File: config.mk
export PLATFORM = sky130hd
export DESIGN_NAME = dvpd_div
export DESIGN_NICKNAME = d
export VERILOG_FILES = /design/src/hdl/dvpd_pkg.sv /design/src/hdl/dvpd_div.sv
export SDC_FILE = /design/constraint.sdc
export NUM_CORES = 2
export LEC_CHECK = 0
export BUFFER_PORTS_ARGS = -buffer_cell sky130_fd_sc_hd__buf_2
export CORE_MARGIN = 8
export CORE_UTILIZATION = 51
export CTS_CLUSTER_SIZE = 14
export DETAILED_ROUTE_END_ITERATION = 10
export PLACE_DENSITY = 0.73
export RECOVER_POWER = 50
export SYNTH_ARGS = -nofsm -noshare
export SYNTH_HDL_FRONTEND = slang
export SYNTH_SLANG_ARGS = --single-unit
File: constraint.sdc
create_clock -name clk -period 6.4 [get_ports clk]
set_clock_uncertainty 0.1 [all_clocks]
set_input_delay 1.28 -clock clk [delete_from_list [all_inputs] [get_ports clk]]
set_output_delay 1.28 -clock clk [all_outputs]
set_load 0.005 [all_outputs]
File: src/hdl/dvpd_pkg.sv
// ----------------------------------------------------------------------------
// dvpd_pkg
// shared widths, constants and types of the dual valve proportional drive
// ----------------------------------------------------------------------------
package dvpd_pkg;

  localparam int BASE_TEMP    = 1800;
  localparam int BALANCE_STEP = 5;
  localparam int FULL_DRIVE   = 100;
  localparam int SAT_DRIVE    = FULL_DRIVE + 1;

  localparam int TEMP_W     = 15;
  localparam int SP_W       = 14;
  localparam int DB_W       = 11;
  localparam int PB_W       = 13;
  localparam int DRV_W      = 8;
  localparam int CFG_IDX_W  = 3;
  localparam int CFG_DATA_W = 14;

  localparam int MAG_W = 15;
  localparam int SC_W  = 14;
  localparam int DIV_W = 28;
  localparam int P_W   = 9;

  typedef enum logic [CFG_IDX_W-1:0] {
    CFG_SP_ONE,
    CFG_SP_TWO,
    CFG_TEMP_DB,
    CFG_TEMP_PB,
    CFG_RET_MIN,
    CFG_RET_DB,
    CFG_RET_PB
  } cfg_idx_t;

  typedef struct packed {
    logic [SP_W-1:0] sp_one;
    logic [SP_W-1:0] sp_two;
    logic [DB_W-1:0] temp_db;
    logic [PB_W-1:0] temp_pb;
    logic [SP_W-1:0] ret_min;
    logic [DB_W-1:0] ret_db;
    logic [PB_W-1:0] ret_pb;
  } cfg_t;

  typedef struct packed {
    logic valid;
    logic neg_one;
    logic neg_two;
    logic neg_ret;
    logic prot;
    logic bal_on;
  } side_t;

endpackage

File: src/hdl/dvpd_div.sv
// ----------------------------------------------------------------------------
// dvpd_div
// pipelined restoring divider, one quotient bit per stage
// ----------------------------------------------------------------------------
module dvpd_div import dvpd_pkg::*; #(
  parameter int NUM_W = DIV_W,
  parameter int DEN_W = SC_W
) (
  input  logic             clk,
  input  logic [NUM_W-1:0] num,
  input  logic [DEN_W-1:0] den,
  output logic [NUM_W-1:0] quot
);

  logic [NUM_W-1:0] nq  [1:NUM_W];
  logic [DEN_W-1:0] rem [1:NUM_W];
  logic [DEN_W-1:0] dd  [1:NUM_W];

  for (genvar k = 0; k < NUM_W; k++) begin : g_stage
    logic [NUM_W-1:0] src_nq;
    logic [DEN_W-1:0] src_rem;
    logic [DEN_W-1:0] src_d;
    logic [DEN_W:0]   trial;
    logic [DEN_W:0]   diff;
    logic             ge;

    if (k == 0) begin : g_first
      assign src_nq  = num;
      assign src_rem = '0;
      assign src_d   = den;
    end else begin : g_next
      assign src_nq  = nq[k];
      assign src_rem = rem[k];
      assign src_d   = dd[k];
    end

    assign trial = {src_rem, src_nq[NUM_W-1]};
    assign diff  = trial - {1'b0, src_d};
    assign ge    = trial >= {1'b0, src_d};

    always_ff @(posedge clk) begin
      rem[k+1] <= ge ? diff[DEN_W-1:0] : trial[DEN_W-1:0];
      nq[k+1]  <= {src_nq[NUM_W-2:0], ge};
      dd[k+1]  <= src_d;
    end
  end

  assign quot = nq[NUM_W];

endmodule

==> metrics <==
status=completed; Final Total Pwr=30.24 mW; slowest CP cell=o31ai_2; Routability Congestion=0.8403; Critical Path Source=dd[0][29]; final setup margin=2.928 ns; Synth Area in Adders=10.44%; worst path bufs/invs=2; post-route insts no fill=6439; measured slew at the worst slew-check pin=1.209 ns; number of buffers created by CTS=153; GRT overflow=0; XOR/XNOR Fraction of Synth Area=3.444%; vias per inst=5.044; crit path kind=flip-flop to flip-flop; overall global routing resource usage=15.28%; Final Hold Viols=0; ys async rst share=0%; Port Buffers=70; flops & latches, synth=1540; Total Die Area=0.1159 sq mm; Skew-Pair Late Insertion Delay=0.75 ns; hold buffer count at cts=0; first-pass GRT wire length=151000 um; post-layout util=57.94%; setup TNS=0 ns; Synth Flop Type=dfxtp_1; Critical Path Sink Type=flip-flop; Final setup viols=0; Slew HR=18.38%; max-cap viol count=0; unrepaired setup endpoints after global routing=false; placed insts=6170; R2R Path Start=dd[0][29]; mapped cell area=0.05366 sq mm; core box area=0.1048 sq mm; count of different cell masters after synthesis=76; pwr dens=498.0 mW/mm^2; starting density of the core=51.19%; YS warnings=0; die width=340.4 um; mux cell area share after synthesis=5.778%; sequential area share after synthesis=57.45%; Final Slew Violations=0; synthesized instance count=4752; Min Clock Period, post-route=3.472 ns; Clock Path Buffers=3; PostCTS Resize Cnt=0; Worst IR Drop VDD=0.3450 mV; largest family of logic cells by synthesized area=compound AO/OA/AOI/OAI gates; CP startpoint kind=flip-flop; critical path's top delay family=compound AO/OA/AOI/OAI gates; DRT antenna net count=0; fillers=8593; maximum net fanout on the critical path=15; Max Fclk=0.2880 GHz; Synth Area in Compound Gates=11.55%; Reg clk slew, reported paths=0.06 ns; post-DR wirelength/cell=13.99 um; largest net degree at the start of global routing=28; vias in the first global route=32500; Initial DRC Count=1574; Area Growth Syn to Fin=13.18%; Final #Nets=5409; Avg Inst Size Synth=11.29 sq um; num rows=119; initial antenna violation count=0; Req. time, crit path=6.94 ns; first-pass detailed-route iteration total=5; Post-synth EDFFs=0; synthesized net count=5227; I/O pins=71; min-delay src=nq[0][642]; htree depth=4; critical-path cell list=inv_1 -> ha_1 -> nor2b_1 -> o21ai_0 -> nand2b_1 -> a311oi_1 -> a21oi_1 -> o31ai_2 -> buf_4 -> mux2_2; Ant. Diodes=0; WL final=90110 um; worst slack, placed=2.941 ns; CTS root buf=clkbuf_16; DRC Markers=0; Hold Path Class=flip-flop to flip-flop; clock sinks=1540; Simple-Gate Fraction of Synth Area=7.545%; fin crit share=54.26%; postcts setup bufs=0; share of cells above drive strength 1=12.42%; die height=340.4 um; Leak=27.40 nW; via count=32480; Arr. time, crit path=4.01 ns; hpwl dp=65060 um; largest stage delay on the critical path=0.78 ns; CTS tree=built
-- final cells by class --
type	instances	area [sq um]	share of cell area, %
flip-flops and latches	1540	30830	50.76
multi-input cells	2687	20810	34.26
clock buffers	206	4238	6.978
inverters	476	1787	2.942
well taps	1391	1740	2.866
clock inverters	63	937.1	1.543
repair buffers	76	395.4	0.6510
-- sequential cells by signal, indices dropped and copies added (netlist names) --
name / flops
nq: 784
rem: 378
dd: 378
-- cells by family (layout without fill, tap and decap cells) --
family,after synthesis,after routing
xor gates and xnor gates,211,211
DFF,1540,1540
buffers and inverters,525,821
and+or+nand+nor,833,833
adders and majority gates,432,432
muxes,278,278
AOI/OAI and AO/OA,933,933
-- Yosys cell counts (20+ instances only) --
cell type,instances,area (sq um)
o31ai_1,28,210.2
a31oi_1,31,193.9
xor2_1,90,788.3
ha_1,406,5080
clkbuf_1,29,108.9
nor2b_1,62,387.9
o21a_1,70,525.5
nor2_1,290,1089
o21ai_0,206,1031
dfxtp_1,1540,30830
a21o_1,97,728.2
o31a_1,28,245.2
inv_1,476,1787
o21bai_1,25,187.7
nand3_1,79,395.4
nand2b_1,42,262.8
xnor2_1,121,1060
mux2i_1,24,240.2
a21oi_1,245,1226
and3_1,26,162.7
a21boi_0,24,180.2
nand2_1,153,574.3
mux2_2,252,2838
fa_1,26,520.5
nand4_1,20,125.1
a211oi_1,45,337.8
nor3_1,66,330.3
-- cell usage in the layout (no fill, tap or decap), drive strengths merged, types with 11 or more instances in the layout --
cell type     n
xor2         90
a21boi       24
nand2       153
dfxtp      1540
fa           26
nor2        290
o21bai       25
a21o         97
and3         26
o21ai       220
a21oi       245
mux2i        24
ha          406
or3          13
mux2        254
clkinv       33
a31o         12
o41ai        14
nor3         66
o211ai       18
bufinv       15
inv         485
xnor2       121
nor2b        62
a31oi        31
o21a         71
clkbuf      206
nand4b       11
nand3        79
o31ai        29
nand2b       42
o31a         28
or2          11
a211oi       45
nand4        20
buf          76
-- per-layer routing --
metal	track usage [%]	share of wire [%]	up-vias
met5	0	0	-
met4	5.933	3.0	0
met3	2.781	3.6	195
met2	27.35	50	536
met1	18.08	44	15130
li1	-	-	16610
-- where the power goes --
part           internal (mW)  leakage (nW)  switching [mW]
sequential              11.5          12.9           0.839
combinational           4.40          12.0            4.59
clock                   5.31          2.52            3.64
total                   21.2          27.4            9.07
-- path summary, 6_finish.rpt --
check	end	slack (ns)	cells after the start
worst max-delay path	rem[0][43]	2.93	10
worst min-delay path	nq[0][671]	0.22	0
worst max register to register	rem[0][43]	2.93	10
worst min register to register	nq[0][671]	0.22	0
-- stage by stage --
stage	area, sq um	hold slack, ns
2_1_floorplan	53660	0.2096
3_3_place_gp	55560	0.2096
3_5_place_dp	55560	0.2121
4_1_cts	60730	0.2165
5_1_grt	60730	0.2251
6_report	60730	0.2160
(Power assumes the default switching activity.)
