[config.mk]
export PLATFORM = sky130hd
export DESIGN_NAME = dvpd_back
export DESIGN_NICKNAME = d
export VERILOG_FILES = /design/src/hdl/dvpd_pkg.sv /design/src/hdl/dvpd_back.sv
export SDC_FILE = /design/constraint.sdc
export NUM_CORES = 1
export LEC_CHECK = 0
export BUFFER_PORTS_ARGS = -buffer_cell sky130_fd_sc_hd__clkbuf_2
export CORE_MARGIN = 5
export CORE_UTILIZATION = 40
export CTS_CLUSTER_DIAMETER = 30
export DETAILED_ROUTE_END_ITERATION = 6
export GPL_ROUTABILITY_DRIVEN = 0
export PLACE_DENSITY = 0.67
export RECOVER_POWER = 50
export SLEW_MARGIN = 25
export SYNTH_ARGS = -nofsm -noshare
export SYNTH_HDL_FRONTEND = slang
export SYNTH_SLANG_ARGS = --single-unit
[constraint.sdc]
create_clock -name clk -period 9.4 [get_ports clk]
set_clock_uncertainty 0.2 [all_clocks]
set_input_delay 0.94 -clock clk [delete_from_list [all_inputs] [get_ports clk]]
set_output_delay 0.94 -clock clk [all_outputs]
set_load 0.02 [all_outputs]
[src/hdl/dvpd_pkg.sv]
// ----------------------------------------------------------------------------
// dvpd_pkg
// shared widths, constants and types of the dual valve proportional drive
// ----------------------------------------------------------------------------
package dvpd_pkg;

  localparam int BASE_TEMP    = 1800;
  localparam int BALANCE_STEP = 5;
  localparam int FULL_DRIVE   = 100;
  localparam int SAT_DRIVE    = FULL_DRIVE + 1;

  localparam int TEMP_W     = 15;
  localparam int SP_W       = 14;
  localparam int DB_W       = 11;
  localparam int PB_W       = 13;
  localparam int DRV_W      = 8;
  localparam int CFG_IDX_W  = 3;
  localparam int CFG_DATA_W = 14;

  localparam int MAG_W = 15;
  localparam int SC_W  = 14;
  localparam int DIV_W = 28;
  localparam int P_W   = 9;

  typedef enum logic [CFG_IDX_W-1:0] {
    CFG_SP_ONE,
    CFG_SP_TWO,
    CFG_TEMP_DB,
    CFG_TEMP_PB,
    CFG_RET_MIN,
    CFG_RET_DB,
    CFG_RET_PB
  } cfg_idx_t;

  typedef struct packed {
    logic [SP_W-1:0] sp_one;
    logic [SP_W-1:0] sp_two;
    logic [DB_W-1:0] temp_db;
    logic [PB_W-1:0] temp_pb;
    logic [SP_W-1:0] ret_min;
    logic [DB_W-1:0] ret_db;
    logic [PB_W-1:0] ret_pb;
  } cfg_t;

  typedef struct packed {
    logic valid;
    logic neg_one;
    logic neg_two;
    logic neg_ret;
    logic prot;
    logic bal_on;
  } side_t;

endpackage

[src/hdl/dvpd_back.sv]
// ----------------------------------------------------------------------------
// dvpd_back
// signed drives, return cap, balancing with spill and final clamp
// ----------------------------------------------------------------------------
module dvpd_back import dvpd_pkg::*; (
  input  logic                    clk,
  input  logic                    rst,
  input  side_t                   side,
  input  logic [DIV_W-1:0]        q_one,
  input  logic [DIV_W-1:0]        q_two,
  input  logic [DIV_W-1:0]        q_ret,
  input  logic [DIV_W-1:0]        s_one,
  input  logic [DIV_W-1:0]        s_two,
  input  logic [DB_W-1:0]         temp_db,
  output logic                    done,
  output logic signed [DRV_W-1:0] drive_one,
  output logic signed [DRV_W-1:0] drive_two
);

  localparam logic signed [P_W-1:0] FULL_P = P_W'(FULL_DRIVE);
  localparam logic signed [P_W-1:0] STEP_P = P_W'(BALANCE_STEP);

  logic signed [P_W-1:0]   p_one, p_two, p_ret;
  logic signed [DIV_W:0]   diff, hbs;
  logic signed [P_W-1:0]   bal;
  logic signed [P_W-1:0]   c_one, c_two;

  logic                    a_valid, a_bal_on;
  logic signed [P_W-1:0]   a_one, a_two, a_bal;

  function automatic logic signed [P_W-1:0] sat_drive(logic [DIV_W-1:0] q, logic neg);
    logic [6:0] m;
    m = (q > DIV_W'(SAT_DRIVE)) ? 7'(SAT_DRIVE) : q[6:0];
    return neg ? -$signed({2'b00, m}) : $signed({2'b00, m});
  endfunction

  function automatic logic signed [P_W-1:0] clamp(logic signed [P_W-1:0] v);
    logic signed [P_W-1:0] r;
    r = v;
    if (v > FULL_P) r = FULL_P;
    if (v < -FULL_P) r = -FULL_P;
    return r;
  endfunction

  always_comb begin
    p_one = sat_drive(q_one, side.neg_one);
    p_two = sat_drive(q_two, side.neg_two);
    p_ret = sat_drive(q_ret, side.neg_ret);
    if (side.prot) begin
      if (p_ret < p_one) p_one = p_ret;
      if (p_ret < p_two) p_two = p_ret;
    end
    diff = $signed({1'b0, s_one}) - $signed({1'b0, s_two});
    hbs  = $signed({(DIV_W-DB_W+1)'(0), temp_db});
    if (diff < -hbs) begin
      bal = STEP_P;
    end else if (diff > hbs) begin
      bal = -STEP_P;
    end else begin
      bal = '0;
    end
  end

  always_ff @(posedge clk) begin
    if (rst) begin
      a_valid <= 1'b0;
    end else begin
      a_valid <= side.valid;
    end
    a_bal_on <= side.bal_on;
    a_one    <= p_one;
    a_two    <= p_two;
    a_bal    <= bal;
  end

  always_comb begin
    c_one = a_one;
    c_two = a_two;
    if (a_bal_on) begin
      c_one = clamp(a_one) + a_bal;
      c_two = clamp(a_two) - a_bal;
      // spill excess to the other circuit
      if (c_one > FULL_P) begin
        c_two = c_two + (c_one - FULL_P);
        c_one = FULL_P;
      end else if (c_one < -FULL_P) begin
        c_two = c_two + (c_one + FULL_P);
        c_one = -FULL_P;
      end
      if (c_two > FULL_P) begin
        c_one = c_one + (c_two - FULL_P);
        c_two = FULL_P;
      end else if (c_two < -FULL_P) begin
        c_one = c_one + (c_two + FULL_P);
        c_two = -FULL_P;
      end
    end
    c_one = clamp(c_one);
    c_two = clamp(c_two);
  end

  always_ff @(posedge clk) begin
    if (rst) begin
      done <= 1'b0;
    end else begin
      done <= a_valid;
    end
    drive_one <= c_one[DRV_W-1:0];
    drive_two <= c_two[DRV_W-1:0];
  end

endmodule

==> impl_metrics.ini <==
[critical_path]
worstSetupStartpointType = flop
worstSetupEndpointType = flop
cp_data_arrival_time_ns = 7.86
rrSetupSlack_ns = 1.51
critical-path-max-stage-delay_ns = 0.61
required_arrival_time_at_the_worst_endpoint_ns = 9.37
reg2regPathDepth = 33
crit_slowest_cell = xor2_1
criticalPathCategory = flop to flop
critical-path-top-delay-family = compound AO/OA/AOI/OAI gates
path_depth = 33
timing.critical_path.mode_cell = ha_1
worst_r2r_endpoint = drive_one[2]
critPathMaxFanout = 16
rr_startpoint = a_one[4]
worstPathBufferInverterCount = 4

[synthesis]
synth_mux_area_share_pct = 4.63
synth_area_leaders = ha_1 22%, dfxtp_1 9.5%, nor2_1 6.1%
synth_top_family_by_area = compound AO/OA/AOI/OAI gates
synth_warnings = 0
cell_taking_the_most_area_after_synthesis = ha_1
syn_inst = 1145
syn-mean-instance-area_sq_um = 7.36
post-synth-top-count-cell = ha_1
synth_largest_type_area_fraction_pct = 22.4
postSynthNetCount = 1460
mapped_area_sq_mm = 0.00843
postSynth.asyncResetShare_pct = 0
synth_edf_count = 0
synth_adder_area_share_pct = 24.1
synth_area_in_compound_gates_pct = 25.3
synth_ff_type = dfxtp_1
synth_top_cells_by_count = 151 x ha_1, 136 x nor2_1, 125 x inv_1
ys_ff_latch = 40
synth.lib_cells_used.distinct = 83
synth_simple_gate_area_share_pct = 20.7
ys_seq_area_share_pct = 9.50
post_synth_xor_area_fraction_pct = 8.54

[floorplan]
core.rowCount = 53
core-area_sq_mm = 0.0209
start_util_pct = 40.3
top_level_ports = 176
die_area_sq_mm = 0.0241
chipWidth_um = 155
fp.dieH_um = 155

[layout]
fillerInstances = 2119
diodes = 0
flow.area_growth_from_synthesis_pct = 15.2
design.final.nets = 1618
post_route_cells_drive_above_1_share_pct = 16.0

[placement]
portbufs = 175
place_hpwl_um = 19300

[clock_network]
clock_insertion_delay_worst_skew_ns = 0.28
cts_made_buffers = 5
post_cts_resized = 0
clk_path_buf_depth = 2
cts_hold_repair.buffers = 0
cts_root_buffer = clkbuf_16
post-cts-setup-buffers = 0
cts.htree.levels = 2
tritoncts = done
cts.reportedPaths.clkPinSlew_ns = 0.06
clkSinkCount = 40

[drt]
remaining_drc_errors = 0
routed_wire_length_um = 22300
drt_iter0_drc = 461
drt_first_pass_iters = 6
routedWlPerCell_um = 14.1
avgViaCountPerCell = 5.43
drt.antenna.violating_nets = 0
routed-via-count = 8568

[sta]
worst_max_slew_margin_expressed_relative_to_the_limit_pct = 18.7
setup_violations = 0
post-route-min-period_ns = 7.89
final.setup.tns_ns = 0
max_freq_mhz = 127
holdWs_ns = 0.245
maxSlewViolCount = 0
tightest_slew_ns = 1.21
final-hold-violation-count = 0
min_period_over_period_pct = 84.0
grt_setup_unrepaired = false

[global_route]
grt_first_pass_wirelength_um = 36700
grt_pass1_vias = 8104
grt_use_total_pct = 17.7
pin_count_of_the_biggest_net_entering_global_routing = 31
grt.overflow.total = 0
initial_antenna_violation_count = 0

[job]
max_cap_violations = 0

[worst_hold_path]
whs_path_depth = 1
hold-path-endpoint = done
hold_path.class = flop to flop
hold_start = a_valid

[outcome]
result_of_the_run = completed
==> routing by layer <==
layer	global-route usage [%]	part of all wire (%)
met1	23.9	47
met2	31.3	48
met3	1.64	3.9
met4	2.48	1.2
met5	0	0
==> stage by stage <==
stage,cell area [sq um],instances,setup WS [ns],util [%]
6_report,9700,1579,1.51,46.5
5_1_grt,9700,1579,0.918,46.5
4_1_cts,9730,1579,1.54,46.6
3_5_place_dp,9560,1571,1.60,45.8
3_3_place_gp,9560,1571,1.76,45.8
2_1_floorplan,8430,1145,2.41,-
==> layout make-up <==
class	instances	area [sq um]	area share (%)
Tap cell	275	344	3.55
Clock buffer	6	129	1.33
Clock inverter	2	35.0	0.361
Timing Repair Buffer	179	883	9.10
Inverter	129	497	5.12
Sequential cell	40	801	8.25
Multi-Input combinational cell	948	7010	72.3
==> state kept, by name (all words and copies together) (netlist names) <==
signal	flops
a_one	9
a_two	9
drive_one	8
drive_two	8
a_bal	3
a_bal_on	1
a_valid	1
done	1
==> layout by cell type, fill, tap and decap left out, types with 8 or more instances in the layout <==
| master | Yosys | routed |
|---|---|---|
| dfxtp_1 | 40 | 40 |
| clkbuf_2 | 0 | 157 |
| o211ai_1 | 16 | 16 |
| xor2_1 | 28 | 28 |
| a21oi_1 | 81 | 81 |
| a211oi_1 | 10 | 10 |
| nand2b_1 | 16 | 16 |
| inv_1 | 125 | 125 |
| clkbuf_1 | 24 | 19 |
| o41ai_1 | 8 | 8 |
| nand4_1 | 23 | 23 |
| nor4_1 | 16 | 16 |
| nand3_1 | 20 | 20 |
| nor2_1 | 136 | 136 |
| nor3_1 | 18 | 18 |
| o21a_1 | 23 | 23 |
| mux2i_1 | 24 | 24 |
| nand2_1 | 73 | 73 |
| or3_1 | 12 | 12 |
| ha_1 | 151 | 151 |
| a31oi_1 | 11 | 11 |
| a21o_1 | 26 | 26 |
| mux2_2 | 9 | 9 |
| o21ai_0 | 54 | 55 |
| xnor2_1 | 46 | 46 |
| nor2b_1 | 18 | 18 |
==> worst max path at each step <==
stage                   end  slack, ns     start
4_1_cts        drive_one[2]       1.54  a_one[4]
3_3_place_gp   drive_one[2]       1.76  a_one[1]
6_report       drive_one[2]       1.51  a_one[4]
3_5_place_dp   drive_one[2]       1.60  a_one[4]
2_1_floorplan  drive_one[2]       2.41  a_one[1]
5_1_grt        drive_one[2]       0.92  a_one[4]
==> cells by family after synthesis <==
logic type,count (synthesis)
AOI/OAI and AO/OA,311
xor gates and xnor gates,78
adders and majority gates,160
buffers and inverters,157
DFF,40
muxes,36
and+or+nand+nor,363
Power is not shown: default switching activity piles up to over one toggle a cycle in this logic, so the estimate is an artifact.
