<file path="src/hdl/dvpd_pkg.sv">
// ----------------------------------------------------------------------------
// dvpd_pkg
// shared widths, constants and types of the dual valve proportional drive
// ----------------------------------------------------------------------------
package dvpd_pkg;

  localparam int BASE_TEMP    = 1800;
  localparam int BALANCE_STEP = 5;
  localparam int FULL_DRIVE   = 100;
  localparam int SAT_DRIVE    = FULL_DRIVE + 1;

  localparam int TEMP_W     = 15;
  localparam int SP_W       = 14;
  localparam int DB_W       = 11;
  localparam int PB_W       = 13;
  localparam int DRV_W      = 8;
  localparam int CFG_IDX_W  = 3;
  localparam int CFG_DATA_W = 14;

  localparam int MAG_W = 15;
  localparam int SC_W  = 14;
  localparam int DIV_W = 28;
  localparam int P_W   = 9;

  typedef enum logic [CFG_IDX_W-1:0] {
    CFG_SP_ONE,
    CFG_SP_TWO,
    CFG_TEMP_DB,
    CFG_TEMP_PB,
    CFG_RET_MIN,
    CFG_RET_DB,
    CFG_RET_PB
  } cfg_idx_t;

  typedef struct packed {
    logic [SP_W-1:0] sp_one;
    logic [SP_W-1:0] sp_two;
    logic [DB_W-1:0] temp_db;
    logic [PB_W-1:0] temp_pb;
    logic [SP_W-1:0] ret_min;
    logic [DB_W-1:0] ret_db;
    logic [PB_W-1:0] ret_pb;
  } cfg_t;

  typedef struct packed {
    logic valid;
    logic neg_one;
    logic neg_two;
    logic neg_ret;
    logic prot;
    logic bal_on;
  } side_t;

endpackage

</file>
<file path="src/hdl/dvpd_front.sv">
// ----------------------------------------------------------------------------
// dvpd_front
// error magnitudes, balance condition and scaling products, two stages
// ----------------------------------------------------------------------------
module dvpd_front import dvpd_pkg::*; (
  input  logic                     clk,
  input  logic                     rst,
  input  logic                     in_valid,
  input  logic signed [TEMP_W-1:0] temp_one,
  input  logic signed [TEMP_W-1:0] temp_two,
  input  logic signed [TEMP_W-1:0] return_temp,
  input  logic                     protect_on,
  input  cfg_t                     cfg,
  output side_t                    side,
  output logic [DIV_W-1:0]         num_one,
  output logic [DIV_W-1:0]         num_two,
  output logic [DIV_W-1:0]         num_ret,
  output logic [PB_W-1:0]          den_temp,
  output logic [PB_W-1:0]          den_ret,
  output logic [DIV_W-1:0]         prod_one,
  output logic [DIV_W-1:0]         prod_two,
  output logic [SC_W-1:0]          den_one,
  output logic [SC_W-1:0]          den_two
);

  logic signed [TEMP_W+1:0] err_one, err_two, err_ret;
  logic [TEMP_W+1:0]        abs_one, abs_two, abs_ret;
  logic [MAG_W-1:0]         mag_one_c, mag_two_c, mag_ret_c;
  logic [SP_W-1:0]          lim;
  logic [SP_W:0]            sp_sum;
  logic                     cond;

  side_t            s1_side;
  logic [MAG_W-1:0] s1_mag_one, s1_mag_two, s1_mag_ret;
  logic [SC_W-1:0]  s1_a_one, s1_a_two, s1_b_one, s1_b_two, s1_mid;

  function automatic logic [MAG_W-1:0] dead_mag(logic [TEMP_W+1:0] a, logic [DB_W-1:0] db);
    logic [TEMP_W+1:0] dbx;
    logic [TEMP_W+1:0] r;
    dbx = (TEMP_W+2)'(db);
    r   = (a > dbx) ? a - dbx : '0;
    return r[MAG_W-1:0];
  endfunction

  always_comb begin
    err_one = $signed({3'b000, cfg.sp_one}) - $signed({{2{temp_one[TEMP_W-1]}}, temp_one});
    err_two = $signed({3'b000, cfg.sp_two}) - $signed({{2{temp_two[TEMP_W-1]}}, temp_two});
    err_ret = $signed({{2{return_temp[TEMP_W-1]}}, return_temp})
            - $signed({3'b000, cfg.ret_min});
    abs_one = err_one[TEMP_W+1] ? unsigned'(-err_one) : unsigned'(err_one);
    abs_two = err_two[TEMP_W+1] ? unsigned'(-err_two) : unsigned'(err_two);
    abs_ret = err_ret[TEMP_W+1] ? unsigned'(-err_ret) : unsigned'(err_ret);
    mag_one_c = dead_mag(abs_one, cfg.temp_db);
    mag_two_c = dead_mag(abs_two, cfg.temp_db);
    mag_ret_c = dead_mag(abs_ret, cfg.ret_db);
    lim    = SP_W'(BASE_TEMP) + SP_W'({cfg.temp_db, 1'b0});
    sp_sum = {1'b0, cfg.sp_one} + {1'b0, cfg.sp_two};
    cond   = (cfg.sp_one > lim) && (cfg.sp_two > lim)
          && ($signed(temp_one) > $signed({1'b0, lim}))
          && ($signed(temp_two) > $signed({1'b0, lim}));
  end

  // stage one
  always_ff @(posedge clk) begin
    if (rst) begin
      s1_side.valid <= 1'b0;
    end else begin
      s1_side.valid <= in_valid;
    end
    s1_side.neg_one <= err_one[TEMP_W+1];
    s1_side.neg_two <= err_two[TEMP_W+1];
    s1_side.neg_ret <= err_ret[TEMP_W+1];
    s1_side.prot    <= protect_on;
    s1_side.bal_on  <= cond;
    s1_mag_one <= mag_one_c;
    s1_mag_two <= mag_two_c;
    s1_mag_ret <= mag_ret_c;
    if (cond) begin
      s1_a_one <= temp_one[SC_W-1:0] - SC_W'(BASE_TEMP);
      s1_a_two <= temp_two[SC_W-1:0] - SC_W'(BASE_TEMP);
      s1_b_one <= cfg.sp_one - SC_W'(BASE_TEMP);
      s1_b_two <= cfg.sp_two - SC_W'(BASE_TEMP);
      s1_mid   <= sp_sum[SP_W:1] - SC_W'(BASE_TEMP);
    end else begin
      s1_a_one <= '0;
      s1_a_two <= '0;
      s1_b_one <= SC_W'(1);
      s1_b_two <= SC_W'(1);
      s1_mid   <= '0;
    end
  end

  // stage two
  always_ff @(posedge clk) begin
    if (rst) begin
      side.valid <= 1'b0;
    end else begin
      side.valid <= s1_side.valid;
    end
    side.neg_one <= s1_side.neg_one;
    side.neg_two <= s1_side.neg_two;
    side.neg_ret <= s1_side.neg_ret;
    side.prot    <= s1_side.prot;
    side.bal_on  <= s1_side.bal_on;
    num_one  <= DIV_W'(s1_mag_one) * DIV_W'(FULL_DRIVE);
    num_two  <= DIV_W'(s1_mag_two) * DIV_W'(FULL_DRIVE);
    num_ret  <= DIV_W'(s1_mag_ret) * DIV_W'(FULL_DRIVE);
    prod_one <= DIV_W'(s1_a_one) * DIV_W'(s1_mid);
    prod_two <= DIV_W'(s1_a_two) * DIV_W'(s1_mid);
    den_one  <= s1_b_one;
    den_two  <= s1_b_two;
    den_temp <= (cfg.temp_pb == '0) ? PB_W'(1) : cfg.temp_pb;
    den_ret  <= (cfg.ret_pb == '0) ? PB_W'(1) : cfg.ret_pb;
  end

endmodule

</file>
<file path="config.mk">
export PLATFORM = sky130hd
export DESIGN_NAME = dvpd_front
export DESIGN_NICKNAME = d
export VERILOG_FILES = /design/src/hdl/dvpd_pkg.sv /design/src/hdl/dvpd_front.sv
export SDC_FILE = /design/constraint.sdc
export NUM_CORES = 2
export LEC_CHECK = 0
export BUFFER_PORTS_ARGS = -buffer_cell sky130_fd_sc_hd__buf_4
export CAP_MARGIN = 20
export CORE_AREA = 5 5 234 236
export CTS_CLUSTER_SIZE = 10
export DETAILED_ROUTE_END_ITERATION = 8
export DIE_AREA = 0 0 239 241
export PLACE_DENSITY = 0.81
export SLEW_MARGIN = 25
export SYNTH_ARGS = -nofsm -noshare
export SYNTH_HDL_FRONTEND = slang
export SYNTH_SLANG_ARGS = --single-unit
</file>
<file path="constraint.sdc">
create_clock -name clk -period 7.3 [get_ports clk]
set_clock_uncertainty 0.05 [all_clocks]
set_input_delay 1.825 -clock clk [delete_from_list [all_inputs] [get_ports clk]]
set_output_delay 1.825 -clock clk [all_outputs]
set_load 0.05 [all_outputs]
</file>
==> metrics.yaml <==
outcome:
  status: "finished, final reports clean"
clocking:
  cts_tree: "yes"
  cts.sinks: 297
  htree_levels: 2
  insertion_delay_ps: 570
  cts_hold_buf: 0
  cts_setup_buffers: 0
  numCtsBuffers: 39
  cts-root-buf: "clkbuf_16"
  cts.path.max_buffers: 3
  clk_pin_slew_worst_paths_ps: 60
logic_synthesis:
  yosysTopAreaCell: "fa_1"
  synth_area_mm2: 0.0311
  synth_area_leaders: "fa_1 21%, ha_1 19%, dfxtp_1 19%"
  synth_edf_count: 0
  ys_seq_elements: 297
  ys_warn_count: 0
  async_flop_share: 0
  ys_types: 81
  netlist.area_leader.share: 0.205
  synth_cells: 3516
  ys_seq_area_frac: 0.191
  avgSynthCellArea_um2: 8.86
  synth_flop_cell: "dfxtp_1"
sta:
  finalSetupTns_ps: 0
  whs_ps: 272
  worstMarginPinSlew_ps: 1000
  fin_crit_ps: 6770
  finalHoldViolCount: 0
  setup_viol: 0
  max_freq_mhz: 148
  maxSlewHeadroom: 0.332
  slew_violations: 0
  grt_setup_unrepaired: "no"
  timing.final.crit_share: 0.928
pwr:
  combPwrFrac: 0.648
  pwr-share-clk: 0.157
  finalPower_uw: 11900
  net-switching-power_uw: 5410
  sw_frac_of_total: 0.453
  ir_worst_vdd_uv: 716
  power.density_mw_per_mm2: 338
  intPower_uw: 6540
  p_seq_frac: 0.195
  p_leak_uw: 0.0186
layout:
  diodes: 0
  fillers: 4232
  fin_cells: 4502
  utilization: 0.677
  syn2layout_area_growth_pct: 13.6
  drive_above_1_share: 0.114
  final_nets: 4729
route:
  drt_iter0_drc: 1238
  wirelength_mm: 75.6
  drcViolationCount: 0
  antenna_left: 0
  vias: 24700
  dr.pass1.iters: 5
  wl_per_cell_um: 16.8
  via_per_inst: 5.48
place:
  numPlacedInstances: 4442
  port_buffers: 314
  gp_congestion: 1.01
  dpl.hpwl_mm: 61.4
setup_path:
  path_class: "reg2reg"
  worst_setup_path_start_kind: "flop"
  path_max_fanout: 28
  cp-end-kind: "flop"
  arrival_ps: 7180
  worst_ep_required_time_ps: 7700
die:
  die_width_um: 239
  placementRows: 84
  core_area_mm2: 0.0522
  initial_core_util: 0.596
  dieHeight_um: 241
  die-area_mm2: 0.0576
  top_level_ports: 339
job:
  drv_cap: 0
global_route:
  grt_pass1_vias: 25600
  grt_overflow: 0
  grt_max_degree: 39
  grtUsageTotal: 0.260
  antenna_found_initial: 0
  grt_first_pass_wirelength_mm: 123
min_path:
  min_path_type: "reg2reg"
==> synth_stat cells (20+ instances only) <==
cell type and count:
o21ai_0 109, nand3_1 48, nand2_1 293, buf_4 25, o21a_1 38, clkbuf_1 105, xnor2_1 172, nor3_1 62
nor2b_1 34, a211oi_1 20, a21o_1 54, and2_1 188, nor2_1 196, nand2b_1 22, dfxtp_1 297, o21bai_1 31
a21oi_1 132, inv_1 605, fa_1 319, xor2_1 61, ha_1 476
==> worst paths after layout <==
kind	cells past startpoint	slack (ps)	from	to
max	22	530	s1_mid[2]	prod_one[25]
min	0	270	s1_b_one[8]	den_one[8]
max reg2reg	22	530	s1_mid[2]	prod_one[25]
min reg2reg	0	270	s1_b_one[8]	den_one[8]
==> flip-flops by register name (all words and copies together) (netlist names) <==
name	count
num_two	20
s1_side	6
s1_b_two	14
s1_mag_one	15
den_ret	13
num_ret	20
den_two	14
s1_mag_two	15
den_one	14
side	6
s1_mag_ret	15
s1_b_one	14
s1_a_two	14
s1_mid	14
num_one	20
den_temp	13
s1_a_one	14
prod_one	28
prod_two	28
==> critical path, stage by stage, from the launching register on <==
cell       delay, ps
dfxtp_1          920
and2_1           250
fa_1             400
inv_1             90
fa_1             380
inv_1             80
fa_1             420
ha_1             330
fa_1             540
inv_1             50
fa_1             520
inv_1             40
ha_1             320
o21a_1           130
o21ai_0          210
a21oi_1          120
a2111oi_0        740
o31ai_1          250
nand2b_1         140
and2_1           180
or3_1            120
o41ai_1           60
a211oi_1         260
==> metrics by stage <==
stage               worst slack (ps)  area [µm²]
finish                           526       35400
global route                     108       35400
CTS                              473       35400
detailed placement               492       34100
global placement                 614       34100
floorplan                        897       31200
==> what timing repair did <==
| item | in CTS | in global routing |
|---|---|---|
| resized for setup | 0 | 1 |
| setup endpoints to repair | 0 | 1 |
| endpoints found under the hold margin | 0 | 0 |
==> logic make-up (layout without fill, tap and decap cells) <==
group / count (synthesis) / count (layout) / share of synthesized area
other: 1 / 24 / 0.000120
adders and majority gates: 795 / 795 / 0.396
muxes: 7 / 7 / 0.00229
buffers and inverters: 739 / 1014 / 0.0922
xor gates and xnor gates: 233 / 233 / 0.0655
AOI/OAI and AO/OA: 504 / 504 / 0.105
and+or+nand+nor: 940 / 940 / 0.148
DFF: 297 / 297 / 0.191
==> cells in the final DEF (no fill, tap or decap), types with 8 or more instances in the layout <==
cell and instances:
nand2b_1 22, dfxtp_1 296, nand4_1 13, conb_1 24, inv_1 605, nand2_1 293, o21bai_1 31, a211oi_1 20
or3_1 14, fa_1 319, xor2_1 61, a21o_1 54, nor3_1 62, or2_2 11, xnor2_1 172, o211ai_1 13
a21boi_0 8, nor2b_1 34, and3_1 12, nor2_1 196, clkbuf_8 8, clkbuf_16 39, buf_4 348, o21ai_0 109
and2_1 188, a21oi_1 132, nand3_1 48, nor4_1 19, ha_1 476, a31oi_1 17, o21a_1 38
==> cell type report <==
type,instances,area (µm²),share of cell area
multi-input cells,2503,22400,0.634
flip-flops and latches,297,5950,0.168
repair buffers,348,2610,0.0739
inverters,606,2270,0.0643
clock buffers,50,1100,0.0310
well taps,688,861,0.0243
clock inverters,10,165,0.00467
==> metal layers <==
layer  vias up  routed length (µm)  global-route usage
li1      11800                   -                   -
met1     11900               30600               0.321
met2       737               37400               0.462
met3       186                4690              0.0432
met4         0                2850              0.0953
met5         -                   0                   0
==> power groups by stage <==
stage	registers [µW]	clock network (µW)	logic, µW
finish	2330	1880	7740
global route	2360	2000	8810
floorplan	2920	0	5390
detailed placement	2360	0	7660
global placement	2350	0	7480
CTS	2330	1930	7800
Power figures use the tool's default switching activity.
